File: src/hdl/kbpr_pkg.sv
// Package: shared constants, types and key encoding for the keypad bus packet responder.
`timescale 1ns / 1ps

package kbpr_pkg;

    // Sizing
    localparam int MAX_PACKET = 40;
    localparam int KEY_DEPTH  = 8;
    localparam int LEN_W      = $clog2(MAX_PACKET + 1);
    localparam int QPTR_W     = (KEY_DEPTH > 1) ? $clog2(KEY_DEPTH) : 1;
    localparam int QCNT_W     = $clog2(KEY_DEPTH + 1);

    // Header bits and reply constants
    localparam int            ACK_BIT   = 2;
    localparam int            WARN_BIT  = 2;
    localparam int            ALARM_BIT = 1;
    localparam logic [7:0]    H1_BASE   = 8'h02;
    localparam logic [7:0]    NO_KEY    = 8'hFF;

    // Request operations
    typedef enum logic {
        OP_RX  = 1'b0,
        OP_KEY = 1'b1
    } op_t;

    // Result status codes
    typedef enum logic [2:0] {
        ST_REPLY   = 3'd0,
        ST_OTHER   = 3'd1,
        ST_CSUM    = 3'd2,
        ST_OVERFLOW = 3'd3,
        ST_KEYDROP = 3'd4
    } status_t;

    // One computed result group: a single status result or a four-byte reply
    typedef struct packed {
        status_t     status;
        logic        multi;
        logic [7:0]  h1;
        logic [7:0]  h2;
        logic [7:0]  csum;
        logic        warn_rise;
        logic        alarm_rise;
        logic        warn_now;
        logic        alarm_now;
    } res_bundle_t;

    // Key character to 4-bit key code
    function automatic logic [3:0] encode_key(input logic [7:0] k);
        logic [3:0] code;
        code = 4'h0;
        if (k >= 8'h31 && k <= 8'h39) code = k[3:0];
        else if (k == 8'h30) code = 4'ha;
        else if (k == 8'h66 || k == 8'h2a) code = 4'hb;
        else if (k == 8'h76 || k == 8'h23) code = 4'hc;
        else if (k == 8'h70) code = 4'hd;
        else if (k == 8'h78 || k == 8'h3b || k == 8'h6e || k == 8'h4e) code = 4'he;
        else if (k == 8'h0d || k == 8'h2b || k == 8'h79 || k == 8'h59) code = 4'hf;
        return code;
    endfunction

endpackage

File: src/hdl/keypad_bus_packet_responder_unit.sv
// Top level: input register, device ID register, core, key queue and result register.
//
//  channel   | handshake            | payload
//  ----------+----------------------+------------------------------------------------
//  in        | in_valid / in_ready  | operation, data_byte
//  out       | out_valid / out_ready| status, reply_byte, warning_rise, alarm_rise,
//            |                      | warning_now, alarm_now, last
//  cfg       | cfg_wen              | cfg_wdata (device_id)
//
// A request is processed while it is held in the input register; its first result is
// on the output from the edge that takes the request out of the input register.
// A request with no result leaves the input register without waiting on the output; a reply
// is four results, one per output handshake, sent from the single result register.
// A request that gives results waits while the result register holds an unfinished
// group, and in_ready stays low meanwhile. Reset clears control state, not queue contents.
`timescale 1ns / 1ps

module keypad_bus_packet_responder_unit (
    input  logic       clk,
    input  logic       rst_n,
    input  logic       in_valid,
    output logic       in_ready,
    input  logic       operation,
    input  logic [7:0] data_byte,
    output logic       out_valid,
    input  logic       out_ready,
    output logic [2:0] status,
    output logic [7:0] reply_byte,
    output logic       warning_rise,
    output logic       alarm_rise,
    output logic       warning_now,
    output logic       alarm_now,
    output logic       last,
    input  logic       cfg_wen,
    input  logic [3:0] cfg_wdata
);
    import kbpr_pkg::*;

    logic        in_valid_reg, in_valid_next;
    op_t         op_reg;
    logic [7:0]  data_reg;
    logic [3:0]  dev_id_reg;

    logic        advance;
    logic        has_result;
    logic        can_load;
    res_bundle_t bundle;
    logic        q_push, q_pop, q_empty, q_full;
    logic [7:0]  q_rdata;

    // Input register control
    assign advance       = in_valid_reg && (!has_result || can_load);
    assign in_ready      = !in_valid_reg || advance;
    assign in_valid_next = in_ready ? in_valid : in_valid_reg;

    always_ff @(posedge clk or negedge rst_n)
    begin
        if (!rst_n)
        begin
            in_valid_reg <= 1'b0;
            dev_id_reg   <= 4'h0;
        end
        else
        begin
            in_valid_reg <= in_valid_next;
            if (cfg_wen)
            begin
                dev_id_reg <= cfg_wdata;
            end
        end
    end

    always_ff @(posedge clk)
    begin
        if (in_valid && in_ready)
        begin
            op_reg   <= op_t'(operation);
            data_reg <= data_byte;
        end
    end

    // Packet and key processing
    kbpr_core u_core (
        .clk        (clk),
        .rst_n      (rst_n),
        .req_valid  (in_valid_reg),
        .fire       (advance),
        .op         (op_reg),
        .rx         (data_reg),
        .device_id  (dev_id_reg),
        .q_rdata    (q_rdata),
        .q_empty    (q_empty),
        .q_full     (q_full),
        .q_push     (q_push),
        .q_pop      (q_pop),
        .has_result (has_result),
        .result     (bundle)
    );

    // Key press queue
    kbpr_key_queue u_queue (
        .clk   (clk),
        .rst_n (rst_n),
        .push  (q_push),
        .pop   (q_pop),
        .wdata (data_reg),
        .rdata (q_rdata),
        .empty (q_empty),
        .full  (q_full)
    );

    // Result register
    kbpr_out_buf u_out (
        .clk          (clk),
        .rst_n        (rst_n),
        .load         (advance && has_result),
        .bundle       (bundle),
        .can_load     (can_load),
        .out_valid    (out_valid),
        .out_ready    (out_ready),
        .status       (status),
        .reply_byte   (reply_byte),
        .warning_rise (warning_rise),
        .alarm_rise   (alarm_rise),
        .warning_now  (warning_now),
        .alarm_now    (alarm_now),
        .last         (last)
    );

endmodule

File: src/hdl/kbpr_key_queue.sv
// Key press queue: circular buffer of key characters with count.
`timescale 1ns / 1ps

module kbpr_key_queue (
    input  logic       clk,
    input  logic       rst_n,
    input  logic       push,
    input  logic       pop,
    input  logic [7:0] wdata,
    output logic [7:0] rdata,
    output logic       empty,
    output logic       full
);
    import kbpr_pkg::*;

    logic [7:0]        mem [KEY_DEPTH];
    logic [QPTR_W-1:0] head_reg, head_next;
    logic [QPTR_W-1:0] tail_reg, tail_next;
    logic [QCNT_W-1:0] count_reg, count_next;
    logic [7:0]        head_data_reg;

    // Status and oldest entry
    assign empty = (count_reg == '0);
    assign full  = (count_reg == QCNT_W'(KEY_DEPTH));
    assign rdata = head_data_reg;

    // Pointer and count update
    always_comb
    begin
        head_next  = head_reg;
        tail_next  = tail_reg;
        count_next = count_reg;
        if (push)
        begin
            tail_next  = (tail_reg == QPTR_W'(KEY_DEPTH - 1)) ? '0 : tail_reg + 1'b1;
            count_next = count_reg + 1'b1;
        end
        else if (pop)
        begin
            head_next  = (head_reg == QPTR_W'(KEY_DEPTH - 1)) ? '0 : head_reg + 1'b1;
            count_next = count_reg - 1'b1;
        end
    end

    always_ff @(posedge clk or negedge rst_n)
    begin
        if (!rst_n)
        begin
            head_reg  <= '0;
            tail_reg  <= '0;
            count_reg <= '0;
        end
        else
        begin
            head_reg  <= head_next;
            tail_reg  <= tail_next;
            count_reg <= count_next;
        end
    end

    // Storage, no reset; the oldest entry is kept in a register
    always_ff @(posedge clk)
    begin
        if (push)
        begin
            mem[tail_reg] <= wdata;
        end
        if (push && empty)
        begin
            head_data_reg <= wdata;
        end
        else if (pop)
        begin
            head_data_reg <= mem[head_next];
        end
    end

endmodule

File: src/hdl/kbpr_core.sv
// Packet framing, checksum, flag tracking and reply formation for one request.
`timescale 1ns / 1ps

module kbpr_core (
    input  logic                 clk,
    input  logic                 rst_n,
    input  logic                 req_valid,
    input  logic                 fire,
    input  kbpr_pkg::op_t        op,
    input  logic [7:0]           rx,
    input  logic [3:0]           device_id,
    input  logic [7:0]           q_rdata,
    input  logic                 q_empty,
    input  logic                 q_full,
    output logic                 q_push,
    output logic                 q_pop,
    output logic                 has_result,
    output kbpr_pkg::res_bundle_t result
);
    import kbpr_pkg::*;

    logic             recv_reg, recv_next;
    logic             pzero_reg, pzero_next;
    logic [LEN_W-1:0] len_reg, len_next;
    logic [7:0]       sum_reg, sum_next;
    logic [7:0]       lastb_reg, lastb_next;
    logic [7:0]       hf_reg, hf_next;
    logic [7:0]       hs_reg, hs_next;
    logic             warn_reg, warn_next;
    logic             alarm_reg, alarm_next;
    logic [7:0]       pkey_reg, pkey_next;

    logic [LEN_W-1:0] len_inc;
    logic [7:0]       cs;
    logic             wnew, anew;
    logic [7:0]       h1, h2, key;

    assign len_inc = len_reg + 1'b1;
    assign cs      = (sum_reg == 8'h00) ? 8'h01 : sum_reg;
    assign wnew    = hs_reg[WARN_BIT];
    assign anew    = hs_reg[ALARM_BIT];
    assign h1      = {device_id, 4'h0} + H1_BASE;
    assign key     = q_empty ? NO_KEY : q_rdata;

    // Next state and result for the request in the input register
    always_comb
    begin
        recv_next  = recv_reg;
        pzero_next = pzero_reg;
        len_next   = len_reg;
        sum_next   = sum_reg;
        lastb_next = lastb_reg;
        hf_next    = hf_reg;
        hs_next    = hs_reg;
        warn_next  = warn_reg;
        alarm_next = alarm_reg;
        pkey_next  = pkey_reg;
        q_push     = 1'b0;
        q_pop      = 1'b0;
        has_result = 1'b0;
        h2         = 8'h00;
        result     = '0;

        if (req_valid)
        begin
            if (op == OP_KEY)
            begin
                if (q_full)
                begin
                    has_result = 1'b1;
                    result.status = ST_KEYDROP;
                end
                else
                begin
                    q_push = fire;
                end
            end
            else if (!recv_reg)
            begin
                // idle: a nonzero byte after a zero opens a packet
                if (pzero_reg && rx != 8'h00)
                begin
                    recv_next  = 1'b1;
                    len_next   = LEN_W'(1);
                    hf_next    = rx;
                    hs_next    = 8'h00;
                    sum_next   = 8'h00;
                    lastb_next = rx;
                end
                pzero_next = (rx == 8'h00);
            end
            else
            begin
                pzero_next = (rx == 8'h00);
                len_next   = len_inc;
                if (len_inc == LEN_W'(2))
                begin
                    hs_next = rx;
                end
                if (rx != 8'h00)
                begin
                    if (len_inc >= LEN_W'(MAX_PACKET))
                    begin
                        recv_next = 1'b0;
                        has_result = 1'b1;
                        result.status = ST_OVERFLOW;
                    end
                    else
                    begin
                        sum_next   = sum_reg + lastb_reg;
                        lastb_next = rx;
                    end
                end
                else
                begin
                    // terminator
                    recv_next  = 1'b0;
                    has_result = 1'b1;
                    if (cs != lastb_reg)
                    begin
                        result.status = ST_CSUM;
                    end
                    else
                    begin
                        warn_next  = wnew;
                        alarm_next = anew;
                        result.warn_rise  = wnew && !warn_reg;
                        result.alarm_rise = anew && !alarm_reg;
                        if (hf_reg[7:4] == device_id)
                        begin
                            if (hf_reg[ACK_BIT])
                            begin
                                q_pop = fire && !q_empty;
                                h2 = (key != NO_KEY) ? {encode_key(key), 4'h0} : 8'h00;
                                pkey_next = h2;
                            end
                            else
                            begin
                                h2 = (pkey_reg == NO_KEY) ? 8'h00 : pkey_reg;
                            end
                            result.status = ST_REPLY;
                            result.multi  = 1'b1;
                            result.h1     = h1;
                            result.h2     = h2;
                            result.csum   = h1 + h2;
                        end
                        else
                        begin
                            result.status = ST_OTHER;
                        end
                    end
                end
            end
        end
        result.warn_now  = warn_next;
        result.alarm_now = alarm_next;
    end

    // State advances only when the request is taken from the input register
    always_ff @(posedge clk or negedge rst_n)
    begin
        if (!rst_n)
        begin
            recv_reg  <= 1'b0;
            pzero_reg <= 1'b0;
            len_reg   <= '0;
            sum_reg   <= 8'h00;
            lastb_reg <= 8'h00;
            hf_reg    <= 8'h00;
            hs_reg    <= 8'h00;
            warn_reg  <= 1'b0;
            alarm_reg <= 1'b0;
            pkey_reg  <= NO_KEY;
        end
        else if (fire)
        begin
            recv_reg  <= recv_next;
            pzero_reg <= pzero_next;
            len_reg   <= len_next;
            sum_reg   <= sum_next;
            lastb_reg <= lastb_next;
            hf_reg    <= hf_next;
            hs_reg    <= hs_next;
            warn_reg  <= warn_next;
            alarm_reg <= alarm_next;
            pkey_reg  <= pkey_next;
        end
    end

endmodule

File: src/hdl/kbpr_out_buf.sv
// Result register: holds one result group and sends it out one result per handshake.
`timescale 1ns / 1ps

module kbpr_out_buf (
    input  logic                  clk,
    input  logic                  rst_n,
    input  logic                  load,
    input  kbpr_pkg::res_bundle_t bundle,
    output logic                  can_load,
    output logic                  out_valid,
    input  logic                  out_ready,
    output logic [2:0]            status,
    output logic [7:0]            reply_byte,
    output logic                  warning_rise,
    output logic                  alarm_rise,
    output logic                  warning_now,
    output logic                  alarm_now,
    output logic                  last
);
    import kbpr_pkg::*;

    res_bundle_t bundle_reg;
    logic        valid_reg, valid_next;
    logic [1:0]  idx_reg, idx_next;
    logic [7:0]  sel_byte;

    // Current result
    assign last      = !bundle_reg.multi || (idx_reg == 2'd3);
    assign out_valid = valid_reg;
    assign can_load  = !valid_reg || (out_ready && last);

    always_comb
    begin
        case (idx_reg)
            2'd0:    sel_byte = bundle_reg.h1;
            2'd1:    sel_byte = bundle_reg.h2;
            2'd2:    sel_byte = 8'h00;
            2'd3:    sel_byte = bundle_reg.csum;
            default: sel_byte = 8'h00;
        endcase
    end

    assign status       = bundle_reg.status;
    assign reply_byte   = bundle_reg.multi ? sel_byte : 8'h00;
    assign warning_rise = bundle_reg.warn_rise;
    assign alarm_rise   = bundle_reg.alarm_rise;
    assign warning_now  = bundle_reg.warn_now;
    assign alarm_now    = bundle_reg.alarm_now;

    // Valid and index sequencing
    always_comb
    begin
        valid_next = valid_reg;
        idx_next   = idx_reg;
        if (load)
        begin
            valid_next = 1'b1;
            idx_next   = 2'd0;
        end
        else if (valid_reg && out_ready)
        begin
            if (last)
            begin
                valid_next = 1'b0;
            end
            else
            begin
                idx_next = idx_reg + 1'b1;
            end
        end
    end

    always_ff @(posedge clk or negedge rst_n)
    begin
        if (!rst_n)
        begin
            valid_reg <= 1'b0;
            idx_reg   <= 2'd0;
        end
        else
        begin
            valid_reg <= valid_next;
            idx_reg   <= idx_next;
        end
    end

    // Payload, no reset
    always_ff @(posedge clk)
    begin
        if (load)
        begin
            bundle_reg <= bundle;
        end
    end

endmodule

File: config.mk
export PLATFORM = sky130hd
export DESIGN_NAME = keypad_bus_packet_responder_unit
export DESIGN_NICKNAME = d
export VERILOG_FILES = /design/src/hdl/kbpr_pkg.sv /design/src/hdl/keypad_bus_packet_responder_unit.sv /design/src/hdl/kbpr_key_queue.sv /design/src/hdl/kbpr_core.sv /design/src/hdl/kbpr_out_buf.sv
export SDC_FILE = /design/constraint.sdc
export NUM_CORES = 1
export LEC_CHECK = 0
export ABC_AREA = 1
export BUFFER_PORTS_ARGS = -buffer_cell sky130_fd_sc_hd__buf_4
export CORE_UTILIZATION = 40
export DETAILED_ROUTE_END_ITERATION = 8
export GPL_TIMING_DRIVEN = 1
export MAX_ROUTING_LAYER = met4
export PLACE_DENSITY = 0.61
export SLEW_MARGIN = 10
export SYNTH_ARGS = -nofsm -noshare
export SYNTH_HDL_FRONTEND = slang
export SYNTH_SLANG_ARGS = --single-unit
File: constraint.sdc
create_clock -name clk -period 3.83 [get_ports clk]
set_clock_uncertainty 0.05 [all_clocks]
set_input_delay 0.766 -clock clk [delete_from_list [all_inputs] [get_ports clk]]
set_output_delay 0.766 -clock clk [all_outputs]
set_load 0.01 [all_outputs]
==> run summary <==
outcome: complete, no violations
number of synthesized flops with an enable pin: 104
final number of setup-violating endpoints: 0
GRT Total Usage: 0.186
Mapped Nets: 903
final standard cell area without fillers: 9250 um^2
Synthesis Warnings: 0
worst-path fanout max: 8
worst reg-to-reg path cell count: 20
critical path arrival: 3520 ps
overall power after layout: 4.66 mW
power per cell area: 504 nW/um^2
switching power as a share of total power: 0.287
data required time at the worst endpoint: 3970 ps
Leak Pwr: 4.12 nW
total I/O pin count: 36
Antenna Violating Nets Remaining: 0
area share of the largest cell type after synthesis: 0.387
largest area contributor in the synthesized netlist: sky130_fd_sc_hd__edfxtp_1
final layout net count: 956
final hold viol count: 0
Chip Height: 144 um
number of distinct library cell variants in the gate-level netlist after synthesis: 43
relative contribution of sequential cells to total power: 0.461
number of clock sinks: 160
clk slew on worst S/H paths: 60 ps
top-count cell post-synth: sky130_fd_sc_hd__nand2_1
flip-flop and latch count after synthesis: 160
most instantiated flip-flop cell in the synthesis netlist: sky130_fd_sc_hd__edfxtp_1
Clock Power Share: 0.353
share of post-route cells with drive strength above 1: 0.124
flip-flop count of the largest register, all copies and words added: 64
crit path time final: 3380 ps
Switch Pwr: 1.34 mW
clock latency reported for the late side of the worst-skew pair: 430 ps
Overflow after GRT: 0
RSZ-0062 raised after global routing: false
reg-to-reg slack, setup: 450 ps
number of buffers added by the clock tree synthesis step: 17
Post-Route WL: 17200 um
top area cells in the synthesized netlist: sky130_fd_sc_hd__edfxtp_1 (39%), sky130_fd_sc_hd__dfrtp_1 (16%), sky130_fd_sc_hd__nand2_1 (8.7%)
dpl hpwl: 12400 um
initial antenna violation count: 0
Setup crit start kind: flip-flop
area of the die: 20700 um^2
final cell utilization of the core: 0.472
transition at the pin with the smallest max-transition slack: 821 ps
worst max-slew margin expressed relative to the limit: 0.451
placement row count: 51
clock root cell: sky130_fd_sc_hd__clkbuf_16
worst min path class: input port to asynchronous set/reset pin
routed via count divided by cell count: 4.98
startpoint of the lowest-slack register-to-register path: u_queue.count_reg[0]
quantity of hold-fixing buffers added after cts: 0
sequential element share of the synthesized area: 0.562
cell area reported after detailed placement: 8660 um^2
clock tree from TritonCTS: done
vias: 5934
number of global-route vias before repair: 5520
deepest level of the CTS H-tree: 4
Max Cap Violations: 0
largest net degree at the start of global routing: 57
maximum count of clock buffers along a single path: 2
total internal power: 3.32 mW
Post-synth top cells: sky130_fd_sc_hd__nand2_1 (187), sky130_fd_sc_hd__inv_1 (134), sky130_fd_sc_hd__edfxtp_1 (104)
area growth from synthesis to final layout: 14.8%
Routed wire per std cell: 14.4 um
first-pass GRT wire length: 28100 um
number of I/O port buffers: 35
type of the worst setup path: flip-flop to flip-flop
number of DRC markers in iteration 0: 469
average cell area after synthesis: 9.37 um^2
final slew viol count: 0
instance count of the mapped netlist: 860
Die W: 144 um
DRT Pass-1 Iters: 5
cell area after technology mapping: 8060 um^2
Initial Util: 0.411
core area: 19600 um^2
maximum ir drop on the vdd rail: 0.296 mV
kind of end point of the critical path: flip-flop
max frequency: 296 MHz
Antenna Cells: 0
combinational cell fraction of total power: 0.186
setup TNS: 0 ps
drt drc: 0
worst r2r dst: u_out.bundle_reg[11]
period utilisation layout: 0.882
GPL Wtd Cong: 0.830
share of synthesized flip-flops with an asynchronous set or reset: 0.350
## layout by cell type (no fill, tap or decap), drive strengths merged, types with 5 or more instances in the layout
| cell | Yosys | routed |
|---|---|---|
| nand2 | 197 | 197 |
| inv | 137 | 139 |
| edfxtp | 104 | 104 |
| nand3 | 97 | 97 |
| nor2 | 59 | 59 |
| o21ai | 58 | 58 |
| buf | 14 | 52 |
| dfrtp | 51 | 51 |
| clkbuf | 4 | 26 |
| nand3b | 24 | 24 |
| ha | 22 | 22 |
| a21oi | 21 | 21 |
| nor3 | 14 | 14 |
| nand4 | 12 | 12 |
| xnor2 | 9 | 9 |
| o31ai | 5 | 5 |
| dfstp | 5 | 5 |
| clkinv | 1 | 5 |
## worst max-delay path by stage
stage	start	end	slack, ps
2_1_floorplan	u_queue.count_reg[0]	u_out.bundle_reg[11]	770
3_3_place_gp	u_queue.count_reg[0]	u_out.bundle_reg[11]	400
3_5_place_dp	u_queue.count_reg[0]	u_out.bundle_reg[11]	360
4_1_cts	u_queue.count_reg[0]	u_out.bundle_reg[11]	330
5_1_grt	u_queue.count_reg[0]	u_out.bundle_reg[11]	20
6_report	u_queue.count_reg[0]	u_out.bundle_reg[11]	450
## repair_timing
item                       in CTS  in global routing
setup endpoints to repair       0                  1
resized for setup               0                  1
setup buffers                   0                  0
## stage by stage
stage | hold slack [ps] | setup WS [ps] | std cells
floorplan | 402 | 771 | 860
global placement | 418 | 401 | 1159
detailed placement | 422 | 358 | 1159
CTS | 375 | 329 | 1191
global route | 395 | 22.7 | 1191
finish | 341 | 451 | 1191
## area by class of cell
| type | instances | area (um^2) |
|---|---|---|
| fill | 1913 | 10300 |
| sequential | 160 | 4530 |
| multi-input combinational | 544 | 2900 |
| clock buffer | 26 | 541 |
| inverter | 138 | 518 |
| timing repair buffer | 52 | 390 |
| tap | 265 | 332 |
| clock inverter | 6 | 43.8 |
## worst max-delay path: stages (launching register included)
cell                       delay (ps)
sky130_fd_sc_hd__dfrtp_1          430
sky130_fd_sc_hd__nor3_2           230
sky130_fd_sc_hd__nand2_1          220
sky130_fd_sc_hd__nand2_1          150
sky130_fd_sc_hd__nor2_1           100
sky130_fd_sc_hd__nand2_1          100
sky130_fd_sc_hd__nor2_1            60
sky130_fd_sc_hd__nand2_1           50
sky130_fd_sc_hd__nand3_1           90
sky130_fd_sc_hd__nor2_1           180
sky130_fd_sc_hd__o211ai_1         150
sky130_fd_sc_hd__a21boi_0         270
sky130_fd_sc_hd__inv_1             90
sky130_fd_sc_hd__ha_1             340
sky130_fd_sc_hd__a21oi_1          160
sky130_fd_sc_hd__nand3_1          100
sky130_fd_sc_hd__xor2_1           150
sky130_fd_sc_hd__inv_1             70
sky130_fd_sc_hd__nand2_1           50
sky130_fd_sc_hd__nand2_1           70
sky130_fd_sc_hd__nor2_1            40
## power groups by stage
stage / clock (mW) / sequential [mW] / combinational (mW)
after floorplan: 0 / 2.14 / 0.623
after global placement: 0 / 2.18 / 0.858
after global routing: 1.73 / 2.17 / 1.00
after detailed placement: 0 / 2.18 / 0.872
after CTS: 1.67 / 2.15 / 0.874
final: 1.65 / 2.15 / 0.868
## layer usage
layer  global-route usage  wire, um
met3               0.0360       695
met5                    -         0
met1                0.257      8410
met4               0.0616       250
met2                0.274      7820
## cells by family (layout without fill, tap and decap cells)
group / count (synthesis) / in the layout / synth area share
flip-flops: 160 / 160 / 0.562
AND/OR/NAND/NOR: 409 / 409 / 0.234
multiplexers: 1 / 1 / 0.00140
adder cells (fa/ha/maj): 25 / 25 / 0.0416
buffers and inverters: 156 / 222 / 0.0793
AO/OA/AOI/OAI: 97 / 97 / 0.0688
XOR/XNOR: 12 / 12 / 0.0130
Power figures use the tool's default switching activity.
